$ cat src/twcc_pkg.sv
`timescale 1ns / 1ps

package twcc_pkg;

  // Field widths of the ports.
  localparam int ROW_W  = 5;
  localparam int COL_W  = 7;
  localparam int CHAR_W = 8;
  localparam int ATTR_W = 8;
  localparam int CFG_IDX_W  = 3;
  localparam int CFG_DATA_W = 8;

  // Configuration register indexes.
  localparam logic [CFG_IDX_W-1:0] CFG_WINDOW_TOP    = 3'd0;
  localparam logic [CFG_IDX_W-1:0] CFG_WINDOW_BOTTOM = 3'd1;
  localparam logic [CFG_IDX_W-1:0] CFG_WINDOW_LEFT   = 3'd2;
  localparam logic [CFG_IDX_W-1:0] CFG_WINDOW_RIGHT  = 3'd3;
  localparam logic [CFG_IDX_W-1:0] CFG_TEXT_ATTR     = 3'd4;
  localparam logic [CFG_IDX_W-1:0] CFG_BELL_ENABLE   = 3'd5;

  // Character codes with special handling.
  localparam logic [CHAR_W-1:0] CH_BEL   = 8'd7;
  localparam logic [CHAR_W-1:0] CH_BS    = 8'd8;
  localparam logic [CHAR_W-1:0] CH_TAB   = 8'd9;
  localparam logic [CHAR_W-1:0] CH_LF    = 8'd10;
  localparam logic [CHAR_W-1:0] CH_CR    = 8'd13;
  localparam logic [CHAR_W-1:0] CH_SPACE = 8'd32;

  // Input opcodes.
  localparam logic OPC_PUT_CHAR = 1'b0;
  localparam logic OPC_SET_CUR  = 1'b1;

  // Display commands.
  typedef enum logic [1:0] {
    CMD_MOVE   = 2'd0,
    CMD_WRITE  = 2'd1,
    CMD_SCROLL = 2'd2,
    CMD_BELL   = 2'd3
  } cmd_e;

  // Classified operation kinds passed from front to back.
  typedef enum logic [2:0] {
    OP_SET,
    OP_BEL,
    OP_CR,
    OP_LF,
    OP_TAB,
    OP_BS,
    OP_PUT
  } op_kind_e;

  // Back sequencer states.
  typedef enum logic {
    BK_RUN,
    BK_SCROLL
  } bk_state_e;

  typedef struct packed {
    op_kind_e          kind;
    logic [CHAR_W-1:0] ch;
    logic [ROW_W-1:0]  row;
    logic [COL_W-1:0]  col;
  } op_t;

  typedef struct packed {
    logic [ROW_W-1:0]  top;
    logic [ROW_W-1:0]  bottom;
    logic [COL_W-1:0]  left;
    logic [COL_W-1:0]  right;
    logic [ATTR_W-1:0] attr;
    logic              bell;
  } cfg_t;

  typedef struct packed {
    cmd_e              command;
    logic [ROW_W-1:0]  cell_row;
    logic [COL_W-1:0]  cell_col;
    logic [CHAR_W-1:0] cell_char;
    logic [ATTR_W-1:0] cell_attr;
    logic [ROW_W-1:0]  cursor_row;
    logic [COL_W-1:0]  cursor_col;
    logic              last;
  } result_t;

  // Queue status seen by the front.
  typedef struct packed {
    logic full;
    logic valid;
  } q_status_t;

endpackage

$ cat src/twcc_front.sv
`timescale 1ns / 1ps

module twcc_front #(
  parameter int SCREEN_ROWS = 25,
  parameter int SCREEN_COLS = 80
) (
  input  logic                          in_valid_i,
  output logic                          in_stall_o,
  input  logic                          opcode_i,
  input  logic [twcc_pkg::CHAR_W-1:0]   char_code_i,
  input  logic [twcc_pkg::ROW_W-1:0]    set_row_i,
  input  logic [twcc_pkg::COL_W-1:0]    set_col_i,
  input  twcc_pkg::q_status_t           q_status_i,
  output logic                          push_o,
  output twcc_pkg::op_t                 op_o
);

  localparam logic [twcc_pkg::ROW_W-1:0] RowMax = twcc_pkg::ROW_W'(SCREEN_ROWS - 1);
  localparam logic [twcc_pkg::COL_W-1:0] ColMax = twcc_pkg::COL_W'(SCREEN_COLS - 1);

  // A word is taken whenever the queue has room.
  assign in_stall_o = q_status_i.full;
  assign push_o     = in_valid_i & ~q_status_i.full;

  // Classify the word and clamp a requested cursor position to the screen.
  always_comb begin
    op_o.ch  = char_code_i;
    op_o.row = (set_row_i > RowMax) ? RowMax : set_row_i;
    op_o.col = (set_col_i > ColMax) ? ColMax : set_col_i;
    if (opcode_i == twcc_pkg::OPC_SET_CUR) begin
      op_o.kind = twcc_pkg::OP_SET;
    end else begin
      case (char_code_i)
        twcc_pkg::CH_BEL: op_o.kind = twcc_pkg::OP_BEL;
        twcc_pkg::CH_CR:  op_o.kind = twcc_pkg::OP_CR;
        twcc_pkg::CH_LF:  op_o.kind = twcc_pkg::OP_LF;
        twcc_pkg::CH_TAB: op_o.kind = twcc_pkg::OP_TAB;
        twcc_pkg::CH_BS:  op_o.kind = twcc_pkg::OP_BS;
        default:          op_o.kind = twcc_pkg::OP_PUT;
      endcase
    end
  end

endmodule

$ cat src/twcc_queue.sv
`timescale 1ns / 1ps

module twcc_queue (
  input  logic                clk_i,
  input  logic                rst_ni,
  input  logic                push_i,
  input  twcc_pkg::op_t       op_i,
  input  logic                pop_i,
  output twcc_pkg::q_status_t status_o,
  output twcc_pkg::op_t       head_o
);

  twcc_pkg::op_t mem_q [2];
  logic       wr_ptr_q, wr_ptr_d;
  logic       rd_ptr_q, rd_ptr_d;
  logic [1:0] count_q, count_d;

  assign status_o.full  = (count_q == 2'd2);
  assign status_o.valid = (count_q != 2'd0);
  assign head_o         = mem_q[rd_ptr_q];

  // Pointer and fill count update.
  always_comb begin
    wr_ptr_d = push_i ? ~wr_ptr_q : wr_ptr_q;
    rd_ptr_d = pop_i  ? ~rd_ptr_q : rd_ptr_q;
    count_d  = count_q;
    if (push_i && !pop_i) begin
      count_d = count_q + 2'd1;
    end else if (pop_i && !push_i) begin
      count_d = count_q - 2'd1;
    end
  end

  always_ff @(posedge clk_i or negedge rst_ni) begin
    if (!rst_ni) begin
      wr_ptr_q <= 1'b0;
      rd_ptr_q <= 1'b0;
      count_q  <= 2'd0;
    end else begin
      wr_ptr_q <= wr_ptr_d;
      rd_ptr_q <= rd_ptr_d;
      count_q  <= count_d;
    end
  end

  // Entry storage.
  always_ff @(posedge clk_i) begin
    if (push_i) begin
      mem_q[wr_ptr_q] <= op_i;
    end
  end

endmodule

$ cat src/twcc_back.sv
`timescale 1ns / 1ps

module twcc_back #(
  parameter int SCREEN_ROWS = 25,
  parameter int SCREEN_COLS = 80,
  parameter int TAB_SPACES  = 8
) (
  input  logic                clk_i,
  input  logic                rst_ni,
  input  twcc_pkg::cfg_t      cfg_i,
  input  logic                head_valid_i,
  input  twcc_pkg::op_t       head_i,
  output logic                pop_o,
  output logic                out_valid_o,
  input  logic                out_stall_i,
  output twcc_pkg::result_t   result_o
);

  localparam int RowW = twcc_pkg::ROW_W;
  localparam int ColW = twcc_pkg::COL_W;
  localparam int TabW = $clog2(TAB_SPACES + 1);
  localparam logic [RowW-1:0] RowMax = RowW'(SCREEN_ROWS - 1);
  localparam logic [ColW-1:0] ColMax = ColW'(SCREEN_COLS - 1);

  twcc_pkg::bk_state_e state_q, state_d;
  logic [RowW-1:0] cur_row_q, cur_row_d;
  logic [ColW-1:0] cur_col_q, cur_col_d;
  logic [TabW-1:0] tab_cnt_q, tab_cnt_d;
  logic            out_valid_q, out_valid_d;
  twcc_pkg::result_t res_q, res_d;

  logic            slot_free;
  logic            fire;
  logic [RowW:0]   row_sum;
  logic [ColW:0]   col_sum;
  logic [RowW-1:0] row_down;
  logic [ColW-1:0] col_right;
  logic [twcc_pkg::CHAR_W-1:0] put_ch;
  logic            tab_final_write;
  logic            tab_final_scroll;

  // Saturating steps of the cursor.
  assign row_sum   = {1'b0, cur_row_q} + {{RowW{1'b0}}, 1'b1};
  assign col_sum   = {1'b0, cur_col_q} + {{ColW{1'b0}}, 1'b1};
  assign row_down  = (row_sum > {1'b0, RowMax}) ? RowMax : row_sum[RowW-1:0];
  assign col_right = (col_sum > {1'b0, ColMax}) ? ColMax : col_sum[ColW-1:0];

  assign put_ch = (head_i.kind == twcc_pkg::OP_TAB) ? twcc_pkg::CH_SPACE : head_i.ch;
  assign tab_final_write  = (tab_cnt_q == TabW'(TAB_SPACES - 1));
  assign tab_final_scroll = (tab_cnt_q == TabW'(TAB_SPACES));

  // One result is produced per cycle whenever an item is queued and the output register can take it.
  assign slot_free   = ~out_valid_q | ~out_stall_i;
  assign fire        = head_valid_i & slot_free;
  assign out_valid_o = out_valid_q;
  assign result_o    = res_q;

  // Sequencer: next state, cursor update and the result word.
  always_comb begin
    state_d   = state_q;
    cur_row_d = cur_row_q;
    cur_col_d = cur_col_q;
    tab_cnt_d = tab_cnt_q;
    pop_o     = 1'b0;

    res_d            = res_q;
    res_d.command    = twcc_pkg::CMD_MOVE;
    res_d.cell_row   = '0;
    res_d.cell_col   = '0;
    res_d.cell_char  = '0;
    res_d.cell_attr  = '0;
    res_d.last       = 1'b1;

    if (state_q == twcc_pkg::BK_SCROLL) begin
      // Scroll that follows a write at the bottom right corner.
      res_d.command   = twcc_pkg::CMD_SCROLL;
      res_d.cell_row  = cfg_i.top;
      res_d.cell_col  = cfg_i.left;
      res_d.cell_char = twcc_pkg::CH_SPACE;
      res_d.cell_attr = cfg_i.attr;
      res_d.last      = (head_i.kind != twcc_pkg::OP_TAB) || tab_final_scroll;
      state_d         = twcc_pkg::BK_RUN;
    end else begin
      case (head_i.kind)
        twcc_pkg::OP_SET: begin
          cur_row_d = head_i.row;
          cur_col_d = head_i.col;
        end
        twcc_pkg::OP_BEL: begin
          res_d.command = cfg_i.bell ? twcc_pkg::CMD_BELL : twcc_pkg::CMD_MOVE;
        end
        twcc_pkg::OP_CR: begin
          cur_col_d = cfg_i.left;
        end
        twcc_pkg::OP_LF: begin
          if (cur_row_q == cfg_i.bottom) begin
            res_d.command   = twcc_pkg::CMD_SCROLL;
            res_d.cell_row  = cfg_i.top;
            res_d.cell_col  = cfg_i.left;
            res_d.cell_char = twcc_pkg::CH_SPACE;
            res_d.cell_attr = cfg_i.attr;
          end else begin
            cur_row_d = row_down;
          end
        end
        twcc_pkg::OP_BS: begin
          if (cur_col_q == cfg_i.left || cur_col_q == '0) begin
            if (!(cur_row_q == cfg_i.top || cur_row_q == '0)) begin
              cur_row_d       = cur_row_q - {{(RowW-1){1'b0}}, 1'b1};
              cur_col_d       = cfg_i.right;
              res_d.command   = twcc_pkg::CMD_WRITE;
              res_d.cell_row  = cur_row_d;
              res_d.cell_col  = cfg_i.right;
              res_d.cell_char = twcc_pkg::CH_SPACE;
              res_d.cell_attr = cfg_i.attr;
            end
          end else begin
            cur_col_d       = cur_col_q - {{(ColW-1){1'b0}}, 1'b1};
            res_d.command   = twcc_pkg::CMD_WRITE;
            res_d.cell_row  = cur_row_q;
            res_d.cell_col  = cur_col_d;
            res_d.cell_char = twcc_pkg::CH_SPACE;
            res_d.cell_attr = cfg_i.attr;
          end
        end
        default: begin
          // Printable character, or one space of a tab.
          res_d.command   = twcc_pkg::CMD_WRITE;
          res_d.cell_row  = cur_row_q;
          res_d.cell_col  = cur_col_q;
          res_d.cell_char = put_ch;
          res_d.cell_attr = cfg_i.attr;
          if (head_i.kind == twcc_pkg::OP_TAB) begin
            tab_cnt_d = tab_cnt_q + {{(TabW-1){1'b0}}, 1'b1};
          end
          res_d.last = (head_i.kind != twcc_pkg::OP_TAB) || tab_final_write;
          if (cur_col_q == cfg_i.right) begin
            cur_col_d = cfg_i.left;
            if (cur_row_q == cfg_i.bottom) begin
              state_d    = twcc_pkg::BK_SCROLL;
              res_d.last = 1'b0;
            end else begin
              cur_row_d = row_down;
            end
          end else begin
            cur_col_d = col_right;
          end
        end
      endcase
    end

    res_d.cursor_row = cur_row_d;
    res_d.cursor_col = cur_col_d;

    if (res_d.last) begin
      pop_o     = fire;
      tab_cnt_d = '0;
    end

    // Nothing moves unless a result is produced this cycle.
    if (!fire) begin
      state_d   = state_q;
      cur_row_d = cur_row_q;
      cur_col_d = cur_col_q;
      tab_cnt_d = tab_cnt_q;
      pop_o     = 1'b0;
    end

    out_valid_d = fire | (out_valid_q & out_stall_i);
  end

  always_ff @(posedge clk_i or negedge rst_ni) begin
    if (!rst_ni) begin
      state_q     <= twcc_pkg::BK_RUN;
      cur_row_q   <= '0;
      cur_col_q   <= '0;
      tab_cnt_q   <= '0;
      out_valid_q <= 1'b0;
    end else begin
      state_q     <= state_d;
      cur_row_q   <= cur_row_d;
      cur_col_q   <= cur_col_d;
      tab_cnt_q   <= tab_cnt_d;
      out_valid_q <= out_valid_d;
    end
  end

  // Output word register.
  always_ff @(posedge clk_i) begin
    if (fire) begin
      res_q <= res_d;
    end
  end

endmodule

$ cat src/text_window_cursor_control_core.sv
`timescale 1ns / 1ps
// Channel   Direction  Handshake                Payload
// input     in         in_valid_i / in_stall_o  opcode, char_code, set_row, set_col
// output    out        out_valid_o / out_stall_i command, cell_*, cursor_*, last
// config    in         cfg_valid_i / cfg_ready_o cfg_index_i, cfg_data_i
//
// The back end produces one result word per cycle while the output is not stalled. An item has
// one result in most cases, two for a write that scrolls, up to 2*TAB_SPACES for tab.
// An accepted word is written into the queue and, once the back end takes it, its first result
// is in the output register.
// A two-entry queue separates input and back end; the input stalls only while both are taken.
// Reset clears the cursor to the top-left corner and loads the register reset values.

module text_window_cursor_control_core #(
  parameter int SCREEN_ROWS = 25,
  parameter int SCREEN_COLS = 80,
  parameter int TAB_SPACES  = 8
) (
  input  logic                              clk_i,
  input  logic                              rst_ni,
  input  logic                              in_valid_i,
  output logic                              in_stall_o,
  input  logic                              opcode_i,
  input  logic [twcc_pkg::CHAR_W-1:0]       char_code_i,
  input  logic [twcc_pkg::ROW_W-1:0]        set_row_i,
  input  logic [twcc_pkg::COL_W-1:0]        set_col_i,
  output logic                              out_valid_o,
  input  logic                              out_stall_i,
  output logic [1:0]                        command_o,
  output logic [twcc_pkg::ROW_W-1:0]        cell_row_o,
  output logic [twcc_pkg::COL_W-1:0]        cell_col_o,
  output logic [twcc_pkg::CHAR_W-1:0]       cell_char_o,
  output logic [twcc_pkg::ATTR_W-1:0]       cell_attr_o,
  output logic [twcc_pkg::ROW_W-1:0]        cursor_row_o,
  output logic [twcc_pkg::COL_W-1:0]        cursor_col_o,
  output logic                              last_o,
  input  logic                              cfg_valid_i,
  output logic                              cfg_ready_o,
  input  logic [twcc_pkg::CFG_IDX_W-1:0]    cfg_index_i,
  input  logic [twcc_pkg::CFG_DATA_W-1:0]   cfg_data_i
);

  twcc_pkg::cfg_t      cfg_q, cfg_d;
  twcc_pkg::q_status_t q_status;
  twcc_pkg::op_t       push_op;
  twcc_pkg::op_t       head_op;
  twcc_pkg::result_t   result;
  logic                push;
  logic                pop;
  logic                cfg_write;

  // Configuration registers are always ready.
  assign cfg_ready_o = 1'b1;
  assign cfg_write   = cfg_valid_i & cfg_ready_o;

  always_comb begin
    cfg_d = cfg_q;
    if (cfg_write) begin
      case (cfg_index_i)
        twcc_pkg::CFG_WINDOW_TOP:    cfg_d.top    = cfg_data_i[twcc_pkg::ROW_W-1:0];
        twcc_pkg::CFG_WINDOW_BOTTOM: cfg_d.bottom = cfg_data_i[twcc_pkg::ROW_W-1:0];
        twcc_pkg::CFG_WINDOW_LEFT:   cfg_d.left   = cfg_data_i[twcc_pkg::COL_W-1:0];
        twcc_pkg::CFG_WINDOW_RIGHT:  cfg_d.right  = cfg_data_i[twcc_pkg::COL_W-1:0];
        twcc_pkg::CFG_TEXT_ATTR:     cfg_d.attr   = cfg_data_i;
        twcc_pkg::CFG_BELL_ENABLE:   cfg_d.bell   = cfg_data_i[0];
        default:                     cfg_d        = cfg_q;
      endcase
    end
  end

  always_ff @(posedge clk_i or negedge rst_ni) begin
    if (!rst_ni) begin
      cfg_q.top    <= 5'd0;
      cfg_q.bottom <= 5'd24;
      cfg_q.left   <= 7'd0;
      cfg_q.right  <= 7'd79;
      cfg_q.attr   <= 8'd7;
      cfg_q.bell   <= 1'b0;
    end else begin
      cfg_q <= cfg_d;
    end
  end

  twcc_front #(
    .SCREEN_ROWS (SCREEN_ROWS),
    .SCREEN_COLS (SCREEN_COLS)
  ) u_front (
    .in_valid_i  (in_valid_i),
    .in_stall_o  (in_stall_o),
    .opcode_i    (opcode_i),
    .char_code_i (char_code_i),
    .set_row_i   (set_row_i),
    .set_col_i   (set_col_i),
    .q_status_i  (q_status),
    .push_o      (push),
    .op_o        (push_op)
  );

  twcc_queue u_queue (
    .clk_i    (clk_i),
    .rst_ni   (rst_ni),
    .push_i   (push),
    .op_i     (push_op),
    .pop_i    (pop),
    .status_o (q_status),
    .head_o   (head_op)
  );

  twcc_back #(
    .SCREEN_ROWS (SCREEN_ROWS),
    .SCREEN_COLS (SCREEN_COLS),
    .TAB_SPACES  (TAB_SPACES)
  ) u_back (
    .clk_i        (clk_i),
    .rst_ni       (rst_ni),
    .cfg_i        (cfg_q),
    .head_valid_i (q_status.valid),
    .head_i       (head_op),
    .pop_o        (pop),
    .out_valid_o  (out_valid_o),
    .out_stall_i  (out_stall_i),
    .result_o     (result)
  );

  assign command_o    = result.command;
  assign cell_row_o   = result.cell_row;
  assign cell_col_o   = result.cell_col;
  assign cell_char_o  = result.cell_char;
  assign cell_attr_o  = result.cell_attr;
  assign cursor_row_o = result.cursor_row;
  assign cursor_col_o = result.cursor_col;
  assign last_o       = result.last;

endmodule
$ cat config.mk
export PLATFORM = sky130hd
export DESIGN_NAME = text_window_cursor_control_core
export DESIGN_NICKNAME = d
export VERILOG_FILES = /design/src/twcc_pkg.sv /design/src/twcc_front.sv /design/src/twcc_queue.sv /design/src/twcc_back.sv /design/src/text_window_cursor_control_core.sv
export SDC_FILE = /design/constraint.sdc
export NUM_CORES = 1
export LEC_CHECK = 0
export BUFFER_PORTS_ARGS = -buffer_cell sky130_fd_sc_hd__buf_2
export CAP_MARGIN = 40
export CORE_ASPECT_RATIO = 1.25
export CORE_UTILIZATION = 45
export CTS_CLUSTER_DIAMETER = 80
export DETAILED_ROUTE_END_ITERATION = 7
export SLEW_MARGIN = 20
export SYNTH_ARGS = -nofsm -noshare
export SYNTH_HDL_FRONTEND = slang
export SYNTH_SLANG_ARGS = --single-unit
$ cat constraint.sdc
create_clock -name clk_i -period 7.38 [get_ports clk_i]
set_input_delay 1.476 -clock clk_i [delete_from_list [all_inputs] [get_ports clk_i]]
set_output_delay 1.476 -clock clk_i [all_outputs]
set_load 0.005 [all_outputs]
# [Word level (Yosys, flattened, before mapping)]
# Memory sizes are Yosys's and may differ from the RTL's.
# Cells that the tools add are included.
[word_totals] in_bits=37 mem_count=1 word_cells=139 regBits=98 output_inout_bits=46 mem_bits_rw=46
[op_classes] n_mux=43 bitwise_logic=10 order_cmp=4 n_reduce_logical=27 eq_ne=25 add_sub_neg=7
[mem_list] memory="u_queue.mem_q" words=2 word_bits=23 read_ports=1 rd_ports_with_merged_regs=0 write_ports=1 line_no="twcc_queue.sv:13" rtl="twcc_pkg::op_t mem_q [2];"
[op_table] op="case mux 28 bit (3 select lines)" count=1
[op_table] op="2-to-1 mux 30 bit" count=2
[op_table] op="2-to-1 mux 7 bit" count=6
[op_table] op="2-to-1 mux 5 bit" count=7
[op_table] op="equality test 8 x 4 -> 1 bit, second input constant" count=4
[op_table] op="2-to-1 mux 29 bit" count=1
[op_table] op="2-to-1 mux 28 bit" count=1
[op_table] op="case mux 7 bit (4 select lines)" count=1
[op_table] op="case mux 5 bit (4 select lines)" count=1
[op_table] op="2-to-1 mux 4 bit" count=4
[op_table] op="case mux 3 bit (5 select lines)" count=1
[op_table] op="equality test 7 bit" count=2
[op_table] op="equality test 3 x 2 -> 1 bit, second input constant" count=4
[op_table] op="equality test 3 bit, second input constant" count=4
[op_table] op="2-to-1 mux 1 bit" count=12
[op_table] op="AND reduction 2 bit" count=6
[op_table] op="equality test 5 bit" count=2
[op_table] op="adder 7 x 1 -> 8 bit, second input constant" count=1
[op_table] op="equality test 8 x 3 -> 1 bit, second input constant" count=1
[op_table] op="> comparator 8 x 7 -> 1 bit, second input constant" count=1
[op_table] op="2-to-1 mux 8 bit" count=1
[op_table] op="case mux 2 bit (4 select lines)" count=1
[op_table] op="> comparator 7 bit, second input constant" count=1
[op_table] op="logical NOT 7 bit" count=1
[op_table] op="30 further kinds" count=50

# [Logic depth before layout (Yosys ltp)]
# Gate-level depths: netlist of the first run.
# An unclocked memory read counts as a cell.
[logic_depth] word_depth=12 ltp_mapped=12 mapped_depth_nobuf=11

# [Modules after synthesis]
# From an unflattened synthesis of the first run, not the netlist that was laid out.
[unflattened] hier_cells=713 hier_area_um2=8039.0
[by_module_without_submodules] module="twcc_back" area_per_inst_um2=4530.6 cells_each=513 n_inst=1 seq_area_each_um2=1741.7
[by_module_without_submodules] module="twcc_queue" area_per_inst_um2=1951.9 cells_each=88 n_inst=1 seq_area_each_um2=1481.4
[by_module_without_submodules] module="text_window_cursor_control_core" area_per_inst_um2=1316.3 cells_each=76 n_inst=1 seq_area_each_um2=838.3
[by_module_without_submodules] module="twcc_front" area_per_inst_um2=240.2 cells_each=36 n_inst=1 seq_area_each_um2=0.0

# [Worst setup path before layout of the first run]
# Ideal clock, no wire load.
[synth_path] path_kind="input port to flip-flop" start="in out_stall_i" end="reg u_queue.count_q[1]" n_path_buf=1 arrival_ns=3.574 setup_slack_ns=3.727 setup_time_ns=0.079 path_stages=9 required_ns=7.301 path_cell_list="nand2_1 o21ai_0 inv_1 and2_1 buf_2 inv_1 ha_1 nor2_1 xor2_1"
[synth_via] elab_chain_cells=7 elab_cells_between_ends=9 cone_classes="mux (2); bitwise (3); reduce/logical (4)"
[synth_rtl] element="start: declaration" line_no="text_window_cursor_control_core.sv:28" rtl="input logic out_stall_i,"
[synth_rtl] element="inverter 1 bit (*)" line_no="twcc_back.sv:53" rtl="assign slot_free = ~out_valid_q | ~out_stall_i;"
[synth_rtl] element="bitwise OR 1 bit (*)" line_no="twcc_back.sv:53"
[synth_rtl] element="AND 1 bit (*)" line_no="twcc_back.sv:54" rtl="assign fire = head_valid_i & slot_free;"
[synth_rtl] element="net u_back.fire" line_no="twcc_back.sv:33" rtl="logic fire;"
[synth_rtl] element="2-to-1 mux 1 bit (*)" line_no="twcc_back.sv:161" rtl="if (!fire) begin"
[synth_rtl] element="logical NOT 1 bit" line_no="twcc_queue.sv:27" rtl="if (push_i && !pop_i) begin"
[synth_rtl] element="logical AND 1 bit" line_no="twcc_queue.sv:27"
[synth_rtl] element="2-to-1 mux 2 bit / nonzero test 2 bit (equally long branches)"
[synth_rtl] element="end signal: assignment" line_no="twcc_queue.sv:42" rtl="count_q <= count_d;"
[synth_rtl] element="end: declaration" line_no="twcc_queue.sv:16" rtl="logic [1:0] count_q, count_d;"
# Mark *: on every way through the listed nets, which the timed path passes. The rest lies on a longest branch.
# A chain may end at the register's enable or synchronous reset.

==> impl_metrics.yaml, run 1 <==
status:
  status: "completed"
synthesis:
  yosys_warnings: 0
  synthDistinctLibCells: 72
  synth_top_area_cell: "edfxtp_1"
  yosysMostFrequentCell: "edfxtp_1"
  ys_async_sr_fraction_pct: 38.2
  synth_area_leaders: "edfxtp_1 35%, dfrtp_1 15%, mux2_2 6.1%"
  synth-edff-count: 89
  synth_common_cells: "89 x edfxtp_1, 55 x nand2_1, 51 x nor2_1"
  syn_area_sq_mm: 0.00773
  syn_area_per_cell_sq_um: 11.1
  ys_seq_elements: 144
  ys_seq_area_share_pct: 52.5
  syn_inst: 696
  syn_nets: 743
  synth_ff_type: "edfxtp_1"
  synth_top_area_share_pct: 34.6
routing:
  wl_per_cell_um: 19.6
  via_per_inst: 5.80
  postRouteWirelength_um: 19600
  first_pass_iters: 5
  first_iter_violations: 394
  drc: 0
  vias: 5790
  drtAntennaViolNets: 0
power:
  p_sw_share_pct: 39.6
  power.internal_mw: 2.22
  ir_worst_vdd_v: 0.000234
  total_leakage_power_nw: 3.53
  p_clk_share_pct: 23.1
  comb_power_share_pct: 37.7
  p_seq_share_pct: 39.1
  p_per_area_mw_per_mm2: 411
  power.switching_mw: 1.46
clock_network:
  clock_path_buffers: 2
  post_cts_buffers: 0
  cts-htree-levels: 4
  cts-resized-gates: 0
  postCtsHoldBufs: 0
  cts_tree: "done"
  clock_latency_ns: 0.43
  clk_pin_slew_ns: 0.07
  cts_made_buffers: 17
  cts-root-buf: "clkbuf_16"
  cts.sink_count: 144
hold_path:
  min_path_cells: 1
  min_path_type: "flip-flop to flip-flop"
die:
  die-area_sq_mm: 0.0177
  core_area_sq_mm: 0.0168
  die_x_um: 119
  boundaryPins: 83
  core.rowCount: 53
  die_h_um: 149
  initial_utilization_pct: 45.9
timing:
  slew_headroom_pct: 45.1
  skew_ns: 0.00857
  min_period_ns: 3.20
  setup_viol: 0
  worstMarginPinSlew_ns: 0.819
  hold_violations: 0
  final_max_slew_viol_count: 0
  rsz0062_at_grt: "false"
  setup_tns_ns: 0
  fmax_mhz: 313
  fin_crit_sh_pct: 43.4
final_layout:
  final_nets: 812
  diodes: 0
  fin_area_sq_mm: 0.00893
  drive_gt1_share_pct: 25.6
  synthToLayoutAreaGrowth_pct: 15.5
  fill_cells: 1508
critical_path:
  path_common_cell: "inv_1"
  cp_cell_sequence: "inv_1 > ha_1 > nand2b_1 > or2_2 > o22ai_2 > inv_1 > o21ai_1 > nor3b_2 > nor2b_1"
  crit_slowest_cell: "nor3b_2"
  cp.required_ns: 7.53
  cp_max_fo: 15
  worstRegToRegCells: 9
  critPathLaunchType: "flip-flop"
  slowest_delay_ns: 0.72
  arrival_ns: 3.35
  path_class: "flip-flop to flip-flop"
  cp-end-kind: "flip-flop"
run:
  cap_violations: 0
global_routing:
  grt_pass1_vias: 5717
  gr-total-overflow: 0
  grt_pass1_wl_um: 30900
  grt.total_usage_pct: 23.1
  grt_max_degree: 56
  antenna_found_initial: 0
placement:
  dp_hpwl_um: 13800
  place_area_sq_mm: 0.00831
  portBuffers: 81
  place_congestion: 0.878
==> flip-flops by register name, summed over array words and instances (netlist names), 2 cells and up <==
register,cells
cfg_q,33
u_back.cur_col_q,7
u_back.cur_row_q,5
u_back.result_o,43
u_back.tab_cnt_q,4
u_queue.count_q,2
u_queue.mem_q,46
==> cell usage in the layout (no fill, tap or decap), drive strengths merged, types with 18 or more instances in the layout <==
cell type | netlist | final
a21oi | 25 | 25
buf | 20 | 92
dfrtp | 45 | 45
edfxtp | 89 | 89
inv | 15 | 24
mux2 | 42 | 42
mux2i | 20 | 20
nand2 | 55 | 55
nand2b | 18 | 18
nor2 | 53 | 53
o21ai | 40 | 40
xor2 | 24 | 24
==> logic make-up (layout without fill, tap and decap cells) <==
family | after synthesis | in the layout | synth area share [%]
adders and majority gates | 10 | 10 | 1.62
and+or+nand+nor | 224 | 224 | 14.9
DFF | 144 | 144 | 52.5
xor gates and xnor gates | 40 | 40 | 4.53
muxes | 62 | 62 | 8.76
buffers and inverters | 57 | 139 | 3.19
other | 1 | 1 | 0.0485
AOI/OAI and AO/OA | 158 | 158 | 14.4
==> critical path, delay by kind of cell, from the launching register on <==
kind	cells	cell delay, ns
flip-flops	1	0.56
AND/OR/NAND/NOR	4	1.24
buffers and inverters	2	0.41
adder cells (fa/ha/maj)	1	0.19
AO/OA/AOI/OAI	2	0.51
==> through the flow <==
step | std cells | hold slack [ns] | util [%] | power, mW | worst slack, ns
finish | 998 | 0.498 | 53.0 | 3.67 | 4.18
global route | 998 | 0.517 | 53.0 | 3.90 | 3.95
CTS | 997 | 0.502 | 52.9 | 3.69 | 4.17
detailed placement | 965 | 0.487 | 49.3 | 2.83 | 4.19
global placement | 964 | 0.489 | 49.2 | 2.79 | 4.28
floorplan | 696 | 0.461 | - | 2.36 | 3.73
==> per-layer routing <==
metal | track usage (%) | wire length [um] | up-vias
li1 | - | - | 2715
met1 | 29.1 | 8480 | 2846
met2 | 38.9 | 9660 | 197
met3 | 4.87 | 926 | 32
met4 | 9.24 | 522 | 0
met5 | 0 | 0 | -
==> power by group through the flow <==
stage,logic (mW),registers [mW],clock network (mW)
6_report,1.39,1.44,0.850
5_1_grt,1.52,1.47,0.900
4_1_cts,1.39,1.44,0.867
3_5_place_dp,1.38,1.45,0
3_3_place_gp,1.35,1.44,0
2_1_floorplan,1.02,1.34,0
==> path summary, 6_finish.rpt <==
path,startpoint,endpoint,slack (ns)
max,u_back.cur_row_q[0]$_DFFE_PN0P_,u_back.result_o[19]$_DFFE_PP_,4.18
max reg2reg,u_back.cur_row_q[0]$_DFFE_PN0P_,u_back.result_o[19]$_DFFE_PP_,4.18
min reg2reg,cfg_q[8]$_DFFE_PN0P_,cfg_q[8]$_DFFE_PN0P_,0.50
max in group asynchronous,rst_ni,cfg_q[26]$_DFFE_PN1P_,5.95
min,cfg_q[8]$_DFFE_PN0P_,cfg_q[8]$_DFFE_PN0P_,0.50
min in group asynchronous,rst_ni,cfg_q[15]$_DFFE_PN1P_,1.09
==> area by class of cell <==
class / instances / area [sq um] / area share (%)
Clock inverter: 15 / 168 / 1.88
Sequential cell: 144 / 4060 / 45.5
Inverter: 15 / 56.3 / 0.630
Multi-Input combinational cell: 495 / 3430 / 38.4
Timing Repair Buffer: 92 / 515 / 5.77
Clock buffer: 17 / 425 / 4.76
Tap cell: 220 / 275 / 3.08
Note: power is estimated with default switching activity, not from simulation.
==> run 2, diff against run 1 <==
==> constraint.sdc (replaced) <==
create_clock -name clk_i -period 3.1 [get_ports clk_i]
set_input_delay 0.62 -clock clk_i [delete_from_list [all_inputs] [get_ports clk_i]]
set_output_delay 0.62 -clock clk_i [all_outputs]
set_load 0.005 [all_outputs]
==> run 2 against run 1 <==
  * Global-route usage grew 1.6 points
  * Sequential cell count is the same
  * Combinational power grew to 2.6 times the previous value
  * Hold slack lost 0.40 ns
  * Clock skew grew 0.0013 ns
  * Sequential share of layout area shrank 0.92 points
  * Register-to-register slack lost 4.1 ns
  * Sequential power grew 130%
  * First-iteration DRC count shrank 13%
  * Power grew 150%
  * Largest power group is now combinational logic
==> impl_metrics.yaml, run 2 (same netlist as run 1, synthesis figures left out) <==
timing:
  layout_setup_ws_ns: 0.114
  fin_crit_sh_pct: 96.3
  setup_tns_ns: 0
  final_max_slew_viol_count: 0
  min_period_ns: 2.99
  worstMarginPinSlew_ns: 0.762
  fmax_mhz: 335
  rsz0062_at_grt: "false"
  slew_headroom_pct: 49.1
  hold_violations: 0
  setup_viol: 0
  skew_ns: 0.00985
placement:
  place_congestion: 0.970
  portBuffers: 81
  dp_hpwl_um: 15100
  post-place-ws_ns: 0.191
power:
  ir_worst_vdd_v: 0.000564
  total_leakage_power_nw: 3.65
  p_per_area_mw_per_mm2: 991
  finalPower_mw: 9.04
die:
  initial_utilization_pct: 45.9
  die_h_um: 149
  die-area_sq_mm: 0.0177
  core.rowCount: 53
  core_area_sq_mm: 0.0168
  die_x_um: 119
  boundaryPins: 83
clock_network:
  cts_tree: "done"
  clock_path_buffers: 2
  post_cts_buffers: 0
  cts_made_buffers: 17
  cts.sink_count: 144
  clock_latency_ns: 0.43
  cts-resized-gates: 0
  postCtsHoldBufs: 0
  clk_pin_slew_ns: 0.06
  cts-root-buf: "clkbuf_16"
  cts-htree-levels: 4
critical_path:
  worst-r2r-setup-slack_ns: 0.11
  r2r_end: "u_back.result_o[8]$_DFFE_PP_"
  r2r_start: "u_back.cur_row_q[1]$_DFFE_PN0P_"
  cp.required_ns: 3.34
  path_class: "flip-flop to flip-flop"
  cp-end-kind: "flip-flop"
  arrival_ns: 3.23
  worstRegToRegCells: 10
  cp_max_fo: 11
  critPathLaunchType: "flip-flop"
global_routing:
  grt_pass1_wl_um: 32800
  grt_pass1_vias: 5921
  antenna_found_initial: 0
  grt.total_usage_pct: 24.7
  grt_max_degree: 38
  gr-total-overflow: 0
routing:
  wl_per_cell_um: 20.2
  first_pass_iters: 5
  postRouteWirelength_um: 20700
  drc: 0
  via_per_inst: 5.77
  first_iter_violations: 341
  vias: 5907
  drtAntennaViolNets: 0
final_layout:
  final_util_pct: 54.1
  layout_commonest_cell: "edfxtp_1"
  synthToLayoutAreaGrowth_pct: 17.9
  diodes: 0
  final_nets: 838
  layout_common_cells: "89 x edfxtp_1, 81 x buf_2, 55 x nand2_1"
  drive_gt1_share_pct: 28.0
  largest_reg_flops: 46
  largest-register: "u_queue.mem_q"
status:
  status: "completed"
run:
  cap_violations: 0
hold_path:
  min_path_type: "input port to async pin"
run 2: how the worst max path moves through the flow:
stage	to	cells past startpoint	startpoint	slack, ns
after floorplan	u_queue.count_q[1]$_DFFE_PN0P_	9	out_stall_i	0.30
after global placement	u_back.result_o[8]$_DFFE_PP_	10	u_back.cur_row_q[1]$_DFFE_PN0P_	0.18
after detailed placement	u_back.result_o[8]$_DFFE_PP_	10	u_back.cur_row_q[1]$_DFFE_PN0P_	0.19
after CTS	u_back.result_o[8]$_DFFE_PP_	10	u_back.cur_row_q[1]$_DFFE_PN0P_	0.18
after global routing	u_back.result_o[8]$_DFFE_PP_	8	u_back.cur_row_q[3]$_DFFE_PN0P_	0.01
final	u_back.result_o[8]$_DFFE_PP_	10	u_back.cur_row_q[1]$_DFFE_PN0P_	0.11
run 2: power by group:
part | internal, mW | switching, mW
registers | 2.85 | 0.464
clock network | 1.23 | 0.896
logic | 1.47 | 2.12
total | 5.55 | 3.48
run 2: worst max-delay path, stage by stage, from the launching register on:
cell	delay [ns]
dfrtp_1	0.37
inv_1	0.12
ha_1	0.20
nand2b_1	0.09
or2_2	0.31
o22ai_2	0.35
inv_1	0.30
ha_1	0.35
o32ai_1	0.37
nor3_1	0.11
o21ai_0	0.23
run 2: per-stage QoR:
| stage | instances | hold slack [ns] | instance area [sq um] |
|---|---|---|---|
| after detailed placement | 992 | 0.498 | 8500 |
| after global placement | 992 | 0.484 | 8500 |
| after floorplan | 696 | 0.324 | 7730 |
| final | 1024 | 0.102 | 9110 |
| after CTS | 1024 | 0.0976 | 9110 |
| after global routing | 1024 | 0.122 | 9110 |
run 2: layer usage:
metal / share of wire, % / track usage, % / vias up / wire length, um
li1: - / - / 2769 / -
met1: 42 / 31.0 / 2874 / 8790
met2: 50 / 42.2 / 220 / 10300
met3: 4.6 / 3.45 / 44 / 954
met4: 3.2 / 11.3 / 0 / 663
met5: 0 / 0 / - / 0
run 2: area by class of cell:
class	count	area (sq um)
Multi-Input combinational cell	495	3420
Timing Repair Buffer	118	683
Sequential cell	144	4060
Inverter	15	56.3
Fill cell	1525	7730
Clock inverter	15	189
Clock buffer	17	425
Tap cell	220	275
